**src/rtl/assert_macros.svh**
```systemverilog
// ----------------------------------------------------------------------------
// assert_macros
// Concurrent assertion helpers shared by the RTL, same-cycle and next-cycle.
// ----------------------------------------------------------------------------
`ifndef ASSERT_MACROS_SVH
`define ASSERT_MACROS_SVH

// Condition must hold in the same cycle as the trigger.
`define ASSERT_SAME(lbl, clk, rstn, ante, cons) \
    lbl: assert property (@(posedge clk) disable iff (!(rstn)) (ante) |-> (cons)) \
        else $error("assertion failed");

// Condition must hold in the cycle after the trigger.
`define ASSERT_NEXT(lbl, clk, rstn, ante, cons) \
    lbl: assert property (@(posedge clk) disable iff (!(rstn)) (ante) |=> (cons)) \
        else $error("assertion failed");

`endif

```
**src/rtl/ple_pkg.sv**
```systemverilog
// ----------------------------------------------------------------------------
// ple_pkg
// Shared widths, register indexes and helpers for the lattice energy core.
// ----------------------------------------------------------------------------
package ple_pkg;

    localparam int MAX_SIDE_DEF = 256;

    localparam int SIDE_W     = 9;
    localparam int COUPLING_W = 16;
    localparam int BOND_W     = 20;
    localparam int MAGNET_W   = 18;
    localparam int ENERGY_W   = 35;
    localparam int DELTA_W    = 5;   // four bond terms of +/-2

    localparam int SIDE_RST = 16;
    localparam logic signed [COUPLING_W-1:0] COUPLING_RST = 16'sd256;

    // Register indexes
    localparam logic [0:0] REG_SIDE     = 1'b0;
    localparam logic [0:0] REG_COUPLING = 1'b1;

    // Doubled bond between two spins: +2 when aligned, -2 otherwise.
    function automatic logic signed [DELTA_W-1:0] bond_term(input logic a, input logic b);
        bond_term = (a == b) ? 5'sd2 : -5'sd2;
    endfunction

endpackage

```
**src/rtl/periodic_lattice_energy_core.sv**
```systemverilog
// ----------------------------------------------------------------------------
// periodic_lattice_energy_core
// Result path: after the last spin of a lattice is taken, its sums pass the
// finish register and then the output register before the item is offered.
// Throughput: one spin item per cycle; only a stalled result holds input off.
// Line stores are read ahead at the next column, so no bubble.
// Reset: synchronous active low; side 16 (at most MAX_SIDE), coupling 1.0, scan at origin.
// ----------------------------------------------------------------------------
module periodic_lattice_energy_core #(
    parameter int MAX_SIDE = ple_pkg::MAX_SIDE_DEF
) (
    input  logic                                  i_clk,
    input  logic                                  i_rst_n,
    // configuration
    input  logic                                  i_cfg_we,
    input  logic [0:0]                            i_cfg_idx,
    input  logic [ple_pkg::COUPLING_W-1:0]        i_cfg_data,
    // spin items
    input  logic                                  i_spin_valid,
    output logic                                  o_spin_ready,
    input  logic                                  i_spin,
    // result items
    output logic                                  o_res_valid,
    input  logic                                  i_res_ready,
    output logic signed [ple_pkg::BOND_W-1:0]     o_bond_sum,
    output logic signed [ple_pkg::MAGNET_W-1:0]   o_magnetization,
    output logic signed [ple_pkg::ENERGY_W-1:0]   o_energy
);

    localparam int IDX_W    = $clog2(MAX_SIDE);
    localparam int RST_LAST = ((ple_pkg::SIDE_RST > MAX_SIDE) ? MAX_SIDE
                                                              : ple_pkg::SIDE_RST) - 1;
    localparam int NEGJ_W   = ple_pkg::COUPLING_W + 1;
    localparam int PROD_W   = NEGJ_W + ple_pkg::BOND_W;

    // ------------------------------------------------------------------
    // Configuration. The side is clamped to 2..MAX_SIDE at write time and
    // kept as the index of the last row/column. Any side write restarts
    // the scan.
    // ------------------------------------------------------------------
    logic [IDX_W-1:0]                          r_last;
    logic signed [ple_pkg::COUPLING_W-1:0]     r_coupling;
    logic [31:0]                               w_cfg_side;
    logic [31:0]                               w_cfg_last;
    logic                                      w_side_wr;

    assign w_cfg_side = 32'(i_cfg_data[ple_pkg::SIDE_W-1:0]);
    assign w_side_wr  = i_cfg_we && (i_cfg_idx == ple_pkg::REG_SIDE);

    always_comb begin
        priority if (w_cfg_side < 32'd2) begin
            w_cfg_last = 32'd1;
        end else if (w_cfg_side > 32'(MAX_SIDE)) begin
            w_cfg_last = 32'(MAX_SIDE - 1);
        end else begin
            w_cfg_last = w_cfg_side - 32'd1;
        end
    end

    always_ff @(posedge i_clk) begin
        if (!i_rst_n) begin
            r_last     <= IDX_W'(RST_LAST);
            r_coupling <= ple_pkg::COUPLING_RST;
        end else if (i_cfg_we) begin
            unique case (i_cfg_idx)
                ple_pkg::REG_SIDE: begin
                    r_last <= w_cfg_last[IDX_W-1:0];
                end
                ple_pkg::REG_COUPLING: begin
                    r_coupling <= $signed(i_cfg_data);
                end
                default: begin
                    r_last <= r_last;
                end
            endcase
        end
    end

    // ------------------------------------------------------------------
    // Scan position and running sums
    // ------------------------------------------------------------------
    logic [IDX_W-1:0]                       r_col, n_col;
    logic [IDX_W-1:0]                       r_row, n_row;
    logic                                   r_left;
    logic                                   r_row_start;
    logic signed [ple_pkg::BOND_W-1:0]      r_bonds, n_bonds;
    logic signed [ple_pkg::MAGNET_W-1:0]    r_magnet, n_magnet;

    logic                                   w_in_acc;
    logic                                   w_col_last;
    logic                                   w_row_last;
    logic                                   w_item_last;
    logic                                   w_prev_rd;
    logic                                   w_first_rd;
    logic signed [ple_pkg::DELTA_W-1:0]     w_delta;

    assign w_in_acc    = i_spin_valid && o_spin_ready;
    assign w_col_last  = (r_col == r_last);
    assign w_row_last  = (r_row == r_last);
    assign w_item_last = w_col_last && w_row_last;

    // bond contributions of this site: up, left, wrap to first row, wrap to row start
    always_comb begin
        w_delta = '0;
        if (r_row != '0) begin
            w_delta = w_delta + ple_pkg::bond_term(w_prev_rd, i_spin);
        end
        if (r_col != '0) begin
            w_delta = w_delta + ple_pkg::bond_term(r_left, i_spin);
        end
        if (w_row_last) begin
            w_delta = w_delta + ple_pkg::bond_term(w_first_rd, i_spin);
        end
        if (w_col_last) begin
            w_delta = w_delta + ple_pkg::bond_term(r_row_start, i_spin);
        end
    end

    assign n_bonds  = r_bonds + ple_pkg::BOND_W'(w_delta);
    assign n_magnet = r_magnet + (i_spin ? 18'sd1 : -18'sd1);

    // next position; also drives the look-ahead read of the line stores
    always_comb begin
        priority if (w_side_wr) begin
            n_col = '0;
            n_row = '0;
        end else if (w_in_acc) begin
            n_col = w_col_last ? '0 : IDX_W'(r_col + 1'b1);
            n_row = w_col_last ? (w_row_last ? '0 : IDX_W'(r_row + 1'b1)) : r_row;
        end else begin
            n_col = r_col;
            n_row = r_row;
        end
    end

    always_ff @(posedge i_clk) begin
        if (!i_rst_n) begin
            r_col       <= '0;
            r_row       <= '0;
            r_left      <= 1'b0;
            r_row_start <= 1'b0;
            r_bonds     <= '0;
            r_magnet    <= '0;
        end else begin
            r_col <= n_col;
            r_row <= n_row;
            if (w_side_wr) begin
                r_left      <= 1'b0;
                r_row_start <= 1'b0;
                r_bonds     <= '0;
                r_magnet    <= '0;
            end else if (w_in_acc) begin
                r_left <= i_spin;
                if (r_col == '0) begin
                    r_row_start <= i_spin;
                end
                // lattice complete: sums go down the result pipe, restart here
                r_bonds  <= w_item_last ? '0 : n_bonds;
                r_magnet <= w_item_last ? '0 : n_magnet;
            end
        end
    end

    // ------------------------------------------------------------------
    // Line stores: previous row and first row, read at the next column.
    // ------------------------------------------------------------------
    ple_line_buf #(
        .DEPTH   (MAX_SIDE)
    ) u_prev_row (
        .i_clk   (i_clk),
        .i_we    (w_in_acc),
        .i_waddr (r_col),
        .i_wdata (i_spin),
        .i_raddr (n_col),
        .o_rdata (w_prev_rd)
    );

    ple_line_buf #(
        .DEPTH   (MAX_SIDE)
    ) u_first_row (
        .i_clk   (i_clk),
        .i_we    (w_in_acc && (r_row == '0)),
        .i_waddr (r_col),
        .i_wdata (i_spin),
        .i_raddr (n_col),
        .o_rdata (w_first_rd)
    );

    // ------------------------------------------------------------------
    // Result pipe: finish stage holds sums and -J, output stage multiplies.
    // ------------------------------------------------------------------
    logic                                   r_fin_valid;
    logic signed [ple_pkg::BOND_W-1:0]      r_fin_bonds;
    logic signed [ple_pkg::MAGNET_W-1:0]    r_fin_magnet;
    logic signed [NEGJ_W-1:0]               r_fin_negj;
    logic                                   r_out_valid;
    logic signed [ple_pkg::BOND_W-1:0]      r_out_bonds;
    logic signed [ple_pkg::MAGNET_W-1:0]    r_out_magnet;
    logic signed [ple_pkg::ENERGY_W-1:0]    r_out_energy;
    logic                                   w_out_load;
    logic                                   w_fin_adv;
    logic signed [PROD_W-1:0]               w_prod;

    assign w_out_load   = !r_out_valid || i_res_ready;
    assign w_fin_adv    = r_fin_valid && w_out_load;
    assign o_spin_ready = !r_fin_valid || w_out_load;
    assign w_prod       = r_fin_negj * r_fin_bonds;

    always_ff @(posedge i_clk) begin
        if (!i_rst_n) begin
            r_fin_valid <= 1'b0;
            r_out_valid <= 1'b0;
        end else begin
            if (w_in_acc && w_item_last) begin
                r_fin_valid <= 1'b1;
            end else if (w_fin_adv) begin
                r_fin_valid <= 1'b0;
            end
            if (w_out_load) begin
                r_out_valid <= r_fin_valid;
            end
        end
    end

    always_ff @(posedge i_clk) begin
        if (w_in_acc && w_item_last) begin
            r_fin_bonds  <= n_bonds;
            r_fin_magnet <= n_magnet;
            r_fin_negj   <= -$signed({r_coupling[ple_pkg::COUPLING_W-1], r_coupling});
        end
        if (w_fin_adv) begin
            r_out_bonds  <= r_fin_bonds;
            r_out_magnet <= r_fin_magnet;
            r_out_energy <= w_prod[ple_pkg::ENERGY_W-1:0];
        end
    end

    assign o_res_valid     = r_out_valid;
    assign o_bond_sum      = r_out_bonds;
    assign o_magnetization = r_out_magnet;
    assign o_energy        = r_out_energy;

    // ------------------------------------------------------------------
    // Assertions
    // ------------------------------------------------------------------
`include "assert_macros.svh"

    `ASSERT_SAME(a_pos_in_range, i_clk, i_rst_n, 1'b1, (r_col <= r_last) && (r_row <= r_last))
    `ASSERT_NEXT(a_last_fills_fin, i_clk, i_rst_n, w_in_acc && w_item_last, r_fin_valid)
    `ASSERT_NEXT(a_side_restarts, i_clk, i_rst_n, w_side_wr, ((r_col | r_row) == '0) && (r_bonds == '0))

endmodule

```
**src/rtl/ple_line_buf.sv**
```systemverilog
// ----------------------------------------------------------------------------
// ple_line_buf
// One-bit-wide line store, one write and one registered read per cycle.
// ----------------------------------------------------------------------------
module ple_line_buf #(
    parameter int DEPTH = ple_pkg::MAX_SIDE_DEF
) (
    input  logic                     i_clk,
    input  logic                     i_we,
    input  logic [$clog2(DEPTH)-1:0] i_waddr,
    input  logic                     i_wdata,
    input  logic [$clog2(DEPTH)-1:0] i_raddr,
    output logic                     o_rdata
);

    logic r_mem [DEPTH];
    logic r_rdata;

    always_ff @(posedge i_clk) begin
        if (i_we) begin
            r_mem[i_waddr] <= i_wdata;
        end
    end

    always_ff @(posedge i_clk) begin
        r_rdata <= r_mem[i_raddr];
    end

    assign o_rdata = r_rdata;

endmodule
```
**config.mk**
```make
export PLATFORM = sky130hd
export DESIGN_NAME = periodic_lattice_energy_core
export DESIGN_NICKNAME = d
export VERILOG_FILES = /design/src/rtl/ple_pkg.sv /design/src/rtl/periodic_lattice_energy_core.sv /design/src/rtl/ple_line_buf.sv
export VERILOG_INCLUDE_DIRS = /design/src /design/src/rtl
export SDC_FILE = /design/constraint.sdc
export NUM_CORES = 2
export LEC_CHECK = 0
export BUFFER_PORTS_ARGS = -buffer_cell sky130_fd_sc_hd__buf_2
export CAP_MARGIN = 0
export CORE_AREA = 2 2 367 369
export DETAILED_ROUTE_END_ITERATION = 6
export DIE_AREA = 0 0 369 371
export PLACE_DENSITY = 0.59
export SLEW_MARGIN = 20
export SYNTH_ARGS = -nofsm -noshare
export SYNTH_HDL_FRONTEND = slang
export SYNTH_SLANG_ARGS = --single-unit
export TNS_END_PERCENT = 20
```
**constraint.sdc**
```tcl
create_clock -name i_clk -period 19.9 [get_ports i_clk]
set_clock_uncertainty 0.1 [all_clocks]
set_input_delay 3.98 -clock i_clk [delete_from_list [all_inputs] [get_ports i_clk]]
set_output_delay 3.98 -clock i_clk [all_outputs]
set_load 0.02 [all_outputs]
```
**Word level (Yosys, flattened, before mapping)**

Memories as Yosys holds them, arrays and structs flattened. A register that Yosys moved wholly into a read port is not among the register bits.
Index checks and enable logic that the tools add are counted.

- Bits in registers: 210
- Bits in writable memories: 512
- Input bits: 23
- Output and inout bits: 75
- Word-level logic and storage cells: 81
- Memories: 2

Memories:

| memory | words | bits a word | rd ports | clocked after Yosys merged registers in | write ports | line | source |
|---|---|---|---|---|---|---|---|
| u_first_row.r_mem | 256 | 1 | 1 | 1 | 1 | ple_line_buf.sv:16 | `logic r_mem [DEPTH];` |
| u_prev_row.r_mem | 256 | 1 | 1 | 1 | 1 | ple_line_buf.sv:16 |  |

- Add/subtract/negate cells: 9
- Multiply operators: 1
- Order comparisons: 2
- Equality and inequality tests: 6
- Mux-type cells: 23
- Bitwise operators: 2
- Reduce and logical (&&, ||, !) cells: 20

Operator list:

| operator | count |
|---|---|
| $mux W8 | 6 |
| $mux W5 | 8 |
| $mux W18 | 2 |
| $mul A17 B20 Y35 | 1 |
| $add A20 B5 Y20 | 1 |
| $mux W20 | 1 |
| $add A18 B18 Y18 | 1 |
| $neg A16 Y17 | 1 |
| $add A8 B1 Y8 const B | 2 |
| $eq A8 B8 Y1 | 2 |
| $logic_not A8 Y1 | 2 |
| $reduce_bool A8 Y1 | 2 |
| $add A5 B5 Y5 | 3 |
| $gt A9 B9 Y1 const B | 1 |
| $lt A9 B2 Y1 const B | 1 |
| $reduce_and A2 Y1 | 4 |
| $sub A8 B1 Y8 const B | 1 |
| $logic_and A1 B1 Y1 | 6 |
| $mux W1 | 6 |
| $eq A1 B1 Y1 | 4 |
| $logic_not A1 Y1 | 2 |
| $logic_or A1 B1 Y1 | 2 |
| $not A1 Y1 | 2 |
| $reduce_bool A2 Y1 | 1 |
| $reduce_or A2 Y1 | 1 |

**Longest topological paths before layout**

- Depth after elaboration: 11
- Depth in mapped cells: 31

**Cells and area by module**

From an unflattened synthesis, not the netlist that was laid out.

- Cell total of the unflattened synthesis: 3725
- Area total of the unflattened synthesis: 43510.5 um^2

Modules (own cells, without submodules):

| module | instances | cells an instance | area an instance (um^2) |
|---|---|---|---|
| ple_line_buf | 2 | 788 | 11128.2 |
| periodic_lattice_energy_core | 1 | 2149 | 21254.1 |

**Worst setup path after synthesis**

No wires, ideal clock.

- Path type: input -> register
- From: input i_res_ready
- To: register r_out_bonds (netlist bit o_bond_sum[10]) (enable)
- Setup time: 0.608 ns
- Arrival: 9.179 ns
- Slack: 10.013 ns
- Stages: 2
- Cell sequence: inv_1 > a21boi_0

- Longest elaborated chain between the ends: 2

Ends and longest elaborated chain:

| item | line | source |
|---|---|---|
| start, declared | periodic_lattice_energy_core.sv:24 | `input logic i_res_ready,` |
| $logic_or A1 B1 Y1 | periodic_lattice_energy_core.sv:204 | `assign w_out_load = !r_out_valid \|\| i_res_ready;` |
| $logic_and A1 B1 Y1 | periodic_lattice_energy_core.sv:205 | `assign w_fin_adv = r_fin_valid && w_out_load;` |
| named net w_fin_adv | periodic_lattice_energy_core.sv:201 | `logic w_fin_adv;` |
| end signal, assigned | periodic_lattice_energy_core.sv:232 | `r_out_bonds <= r_fin_bonds;` |
| end, declared | periodic_lattice_energy_core.sv:197 | `logic signed [ple_pkg::BOND_W-1:0] r_out_bonds;` |

The timed path passes the listed nets, and every way through them passes these cells.
A chain may end at the register's enable or synchronous reset.

**Worst setup path in the final report**

- From: input i_spin
- To: register r_bonds[18] (netlist bit)

- Longest elaborated chain between the ends: 11
- Elaborated cells on any way between the ends: 17
- Classes of those cells: 4 x add/sub; 4 x eq/ne; 9 x mux

Ends and longest elaborated chain:

| item | line | source |
|---|---|---|
| start, declared | periodic_lattice_energy_core.sv:21 | `input logic i_spin,` |
| $eq A1 B1 Y1 | ple_pkg.sv:25 | `bond_term = (a == b) ? 5'sd2 : -5'sd2;` |
| $mux W5 | ple_pkg.sv:25 |  |
| $mux W5 | periodic_lattice_energy_core.sv:105 | `if (r_row != '0) begin` |
| $add A5 B5 Y5 | periodic_lattice_energy_core.sv:109 | `w_delta = w_delta + ple_pkg::bond_term(r_left, i_spin);` |
| $mux W5 | periodic_lattice_energy_core.sv:108 | `if (r_col != '0) begin` |
| $add A5 B5 Y5 | periodic_lattice_energy_core.sv:112 | `w_delta = w_delta + ple_pkg::bond_term(w_first_rd, i_spin);` |
| $mux W5 | periodic_lattice_energy_core.sv:111 | `if (w_row_last) begin` |
| $add A5 B5 Y5 | periodic_lattice_energy_core.sv:115 | `w_delta = w_delta + ple_pkg::bond_term(r_row_start, i_spin);` |
| $mux W5 * | periodic_lattice_energy_core.sv:114 | `if (w_col_last) begin` |
| $add A20 B5 Y20 * | periodic_lattice_energy_core.sv:119 | `assign n_bonds = r_bonds + ple_pkg::BOND_W'(w_delta);` |
| named net n_bonds (one bit) | periodic_lattice_energy_core.sv:86 | `logic signed [ple_pkg::BOND_W-1:0] r_bonds, n_bonds;` |
| $mux W20 * | periodic_lattice_energy_core.sv:158 | `r_bonds <= w_item_last ? '0 : n_bonds;` |
| end signal, assigned | periodic_lattice_energy_core.sv:158 |  |
| end, declared | periodic_lattice_energy_core.sv:86 |  |

The timed path passes the listed nets; every way through them passes the cells marked *.

==> run_results.csv <==
group,metric,value,unit
sta,period_share,50.50,%
worst_setup_path,cpPeakStageDelay,0.56,ns
power,p_sw,898.4,uW
sta,rsz0062_at_grt,"false",
worst_setup_path,startpoint_type,"input port",
worst_setup_path,r2r_start,"r_col[0]",
logic_synthesis,synth_area,46250,um^2
cells_and_area,final_nets,4914,
sta,hold_violations,0,
flow_run,timing.max_cap.violations,0,
floorplanning,die_h,371,um
sta,setup_viol,0,
logic_synthesis,yosysSeqAreaShare,44.95,%
cts,holdBufCountCts,0,
cts,clock_sinks,720,
sta,fmax,0.09951,GHz
hold_path,hold_path_class,"reg2reg",
power,power.leakage,0.01904,uW
worst_setup_path,critPathArrivalTime,10.51,ns
sta,post-route-min-period,10.05,ns
hold_path,hold_depth,0,
route,wire_per_inst,22.21,um
worst_setup_path,slowest_stage,"o41ai_1",
placement,placed_area,48410,um^2
cells_and_area,fillers,13070,
floorplanning,pin_count,98,
power,p_seq_share,47.2,%
power,p_comb_share,9.2,%
cts,insertion_delay,0.72,ns
cts,cts_buffers,81,
sta,slew_headroom,19.28,%
worst_setup_path,cp_common_cell,"xnor2_1",
route,ant_nets,0,
worst_setup_path,end_kind,"flop",
route,wl,139400,um
floorplanning,die_area,136900,um^2
global_routing,grt_use_total,20.32,%
sta,tightest_slew,1.208,ns
worst_setup_path,worst-path-max-fanout,82,
worst_setup_path,r2r_slack,11.66,ns
hold_path,hp-start,"r_fin_magnet[13]",
cells_and_area,drive_above_1_share,7.972,%
global_routing,grt_max_degree,124,
route,vias,34890,
floorplanning,start_util,34.83,%
worst_setup_path,path_class,"in2reg",
route,drtPass1Iterations,6,
logic_synthesis,ys.flop_type,"edfxtp_1",
logic_synthesis,synth-async-reset-ratio,0,%
global_routing,grt_pass1_vias,34820,
placement,gp_congestion,0.8742,
cells_and_area,post-route-cell-area,51140,um^2
worst_setup_path,critPathTopFamily,"compound AO/OA/AOI/OAI gates",
global_routing,grt-ovfl-total,0,
floorplanning,die_x,369,um
run_status,outcome,"complete, no violations",
sta,slew_violations,0,
hold_path,hold_end,"o_magnetization[13]",
global_routing,grtUsageMet1,26.55,%
worst_setup_path,r2r_end,"r_bonds[18]",
power,internal_power,2626,uW
cells_and_area,final_cells,6274,
logic_synthesis,yosysWarnings,0,
global_routing,met2_usage,32.75,%
route,drc_errors,0,
route,via_per_inst,5.561,
cts,cts_resized,0,
worst_setup_path,worst-path-buf-inv,1,
global_routing,grt_use_met3,4.868,%
logic_synthesis,yosysTopAreaCell,"edfxtp_1",
logic_synthesis,avgSynthCellArea,10.35,um^2
placement,dp_cells,6120,
global_routing,grt_busiest_layer,"met2",
logic_synthesis,synth_seq_cells,720,
placement,portBuffers,95,
power,swShare,25.49,%
global_routing,grt_first_pass_wirelength,212800,um
cts,clockRootBuffer,"clkbuf_16",
power,pwr-share-clk,43.5,%
placement,dp_hpwl,87440,um
logic_synthesis,synthCells,4471,
worst_setup_path,cp_data_required_time,20.36,ns
cts,cts_tree,"built",
worst_setup_path,ff2ff_path_depth,26,
logic_synthesis,yosys-top-cells-area,"edfxtp_1 41%, fa_1 14%, nor2_1 5.3%",
route,drt_iter0_drc,4029,
cells_and_area,finish.utilization,38.51,%
cts,clk_path_buf_depth,3,
global_routing,antenna_found_initial,13,
power,p_per_area,68.91,nW/um^2
logic_synthesis,synth_edf_count,637,
cts,post_cts_buffers,0,
floorplanning,core,132800,um^2
sta,hold_ws,0.3183,ns
power,ir_drop,0.07880,mV
cts,clkTransAtPathRegs,0.06,ns
cells_and_area,syn2layout_area_growth,10.57,%
logic_synthesis,yosysTopAreaCellShare,41.36,%
logic_synthesis,synth.distinct_cells,93,
cts,cts_max_level,3,
sta,timing.setup.tns,0,ns
floorplanning,row_count,134,
## final cells by class
class | instances | area (um^2) | area share [%]
clock inverters | 39 | 484.2 | 0.9468
clock buffers | 112 | 2223 | 4.348
diodes | 3 | 7.507 | 0.01468
repair buffers | 175 | 1099 | 2.148
flip-flops and latches | 720 | 20790 | 40.66
multi-input cells | 3061 | 22830 | 44.64
well taps | 1768 | 2212 | 4.325
inverters | 396 | 1490 | 2.914
## power by group through the flow
stage	sequential [uW]	combinational (uW)	clock (uW)
5_1_grt	1660	355	1620
6_report	1660	326	1530
3_5_place_dp	1700	321	0
4_1_cts	1660	322	1560
2_1_floorplan	1690	217	0
3_3_place_gp	1700	316	0
## cells in the mapped netlist, types with 123 or more instances
cell,number
ha_1,127
nand2_1,505
o21ai_0,123
nand3_1,131
inv_1,392
clkbuf_1,213
and2_1,138
nor2_1,653
fa_1,329
edfxtp_1,637
a221oi_1,135
a21oi_1,129
## worst max path at each step
stage | depth (start not counted) | from | to
detailed placement | 26 | i_spin | r_bonds[18]
global route | 26 | i_spin | r_bonds[18]
CTS | 26 | i_spin | r_bonds[18]
global placement | 26 | i_spin | r_bonds[18]
finish | 26 | i_spin | r_bonds[18]
floorplan | 2 | i_res_ready | o_bond_sum[10]
## per-layer routing
metal | wire length [um] | share of wire, % | vias up
met5 | 82 | 0.059 | -
met4 | 5121 | 3.7 | 16
met3 | 13120 | 9.4 | 322
met2 | 64550 | 46 | 1560
met1 | 56490 | 41 | 17580
li1 | - | - | 15410
## registers in the layout, summed over array words and instances (netlist names)
| name | cells |
|---|---|
| u_first_row.r_mem | 256 |
| u_prev_row.r_mem | 256 |
| o_energy | 34 |
| o_bond_sum | 19 |
| r_bonds | 19 |
| r_fin_bonds | 19 |
| o_magnetization | 18 |
| r_fin_magnet | 18 |
| r_magnet | 18 |
| r_fin_negj | 17 |
| r_coupling | 16 |
| r_col | 8 |
| r_last | 8 |
| r_row | 8 |
| o_res_valid | 1 |
| r_fin_valid | 1 |
| r_left | 1 |
| r_row_start | 1 |
| u_first_row.o_rdata | 1 |
| u_prev_row.o_rdata | 1 |
## worst reg2reg max path, cell delays in order, from the launching register on
cell      delay (ns)
dfxtp_4         0.72
clkinv_2        0.84
ha_1            0.74
nand4_2         0.27
or3_1           0.17
a21boi_0        0.27
inv_1           0.11
ha_1            0.32
xnor2_1         0.14
mux2i_1         0.23
ha_1            0.31
a21oi_1         0.15
o21ai_1         0.09
xnor2_1         0.17
nor3b_1         0.29
or2_2           0.39
ha_1            0.37
nand3_1         0.11
o211ai_1        0.12
o41ai_1         0.56
o21ai_0         0.32
o41a_1          0.40
a41o_1          0.26
o41ai_1         0.32
xnor2_1         0.13
a22oi_1         0.15
nor2_1          0.05
## stage by stage
| stage | total power, uW | worst slack [ns] |
|---|---|---|
| final | 3524 | 9.850 |
| after global routing | 3639 | 9.386 |
| after CTS | 3547 | 9.888 |
| after detailed placement | 2017 | 9.175 |
| after global placement | 2012 | 9.302 |
| after floorplan | 1909 | 10.01 |
## cells in the final DEF, fill, tap and decap left out, types with 125 or more instances in the layout
master and count:
nor2_1 651, inv_1 392, ha_1 127, a21oi_1 125
nand3_1 126, nand2_1 499, and2_1 139, fa_1 329
a221oi_1 135, edfxtp_1 637
## kinds of logic after synthesis
| family | count (synthesis) | share of synthesized area (%) |
|---|---|---|
| flip-flops | 720 | 44.95 |
| AO/OA/AOI/OAI | 787 | 12.32 |
| multiplexers | 54 | 1.179 |
| other | 2 | 0.01624 |
| buffers and inverters | 701 | 5.989 |
| XOR/XNOR | 127 | 2.437 |
| adder cells (fa/ha/maj) | 456 | 17.68 |
| AND/OR/NAND/NOR | 1624 | 15.44 |
Power figures use the tool's default switching activity.
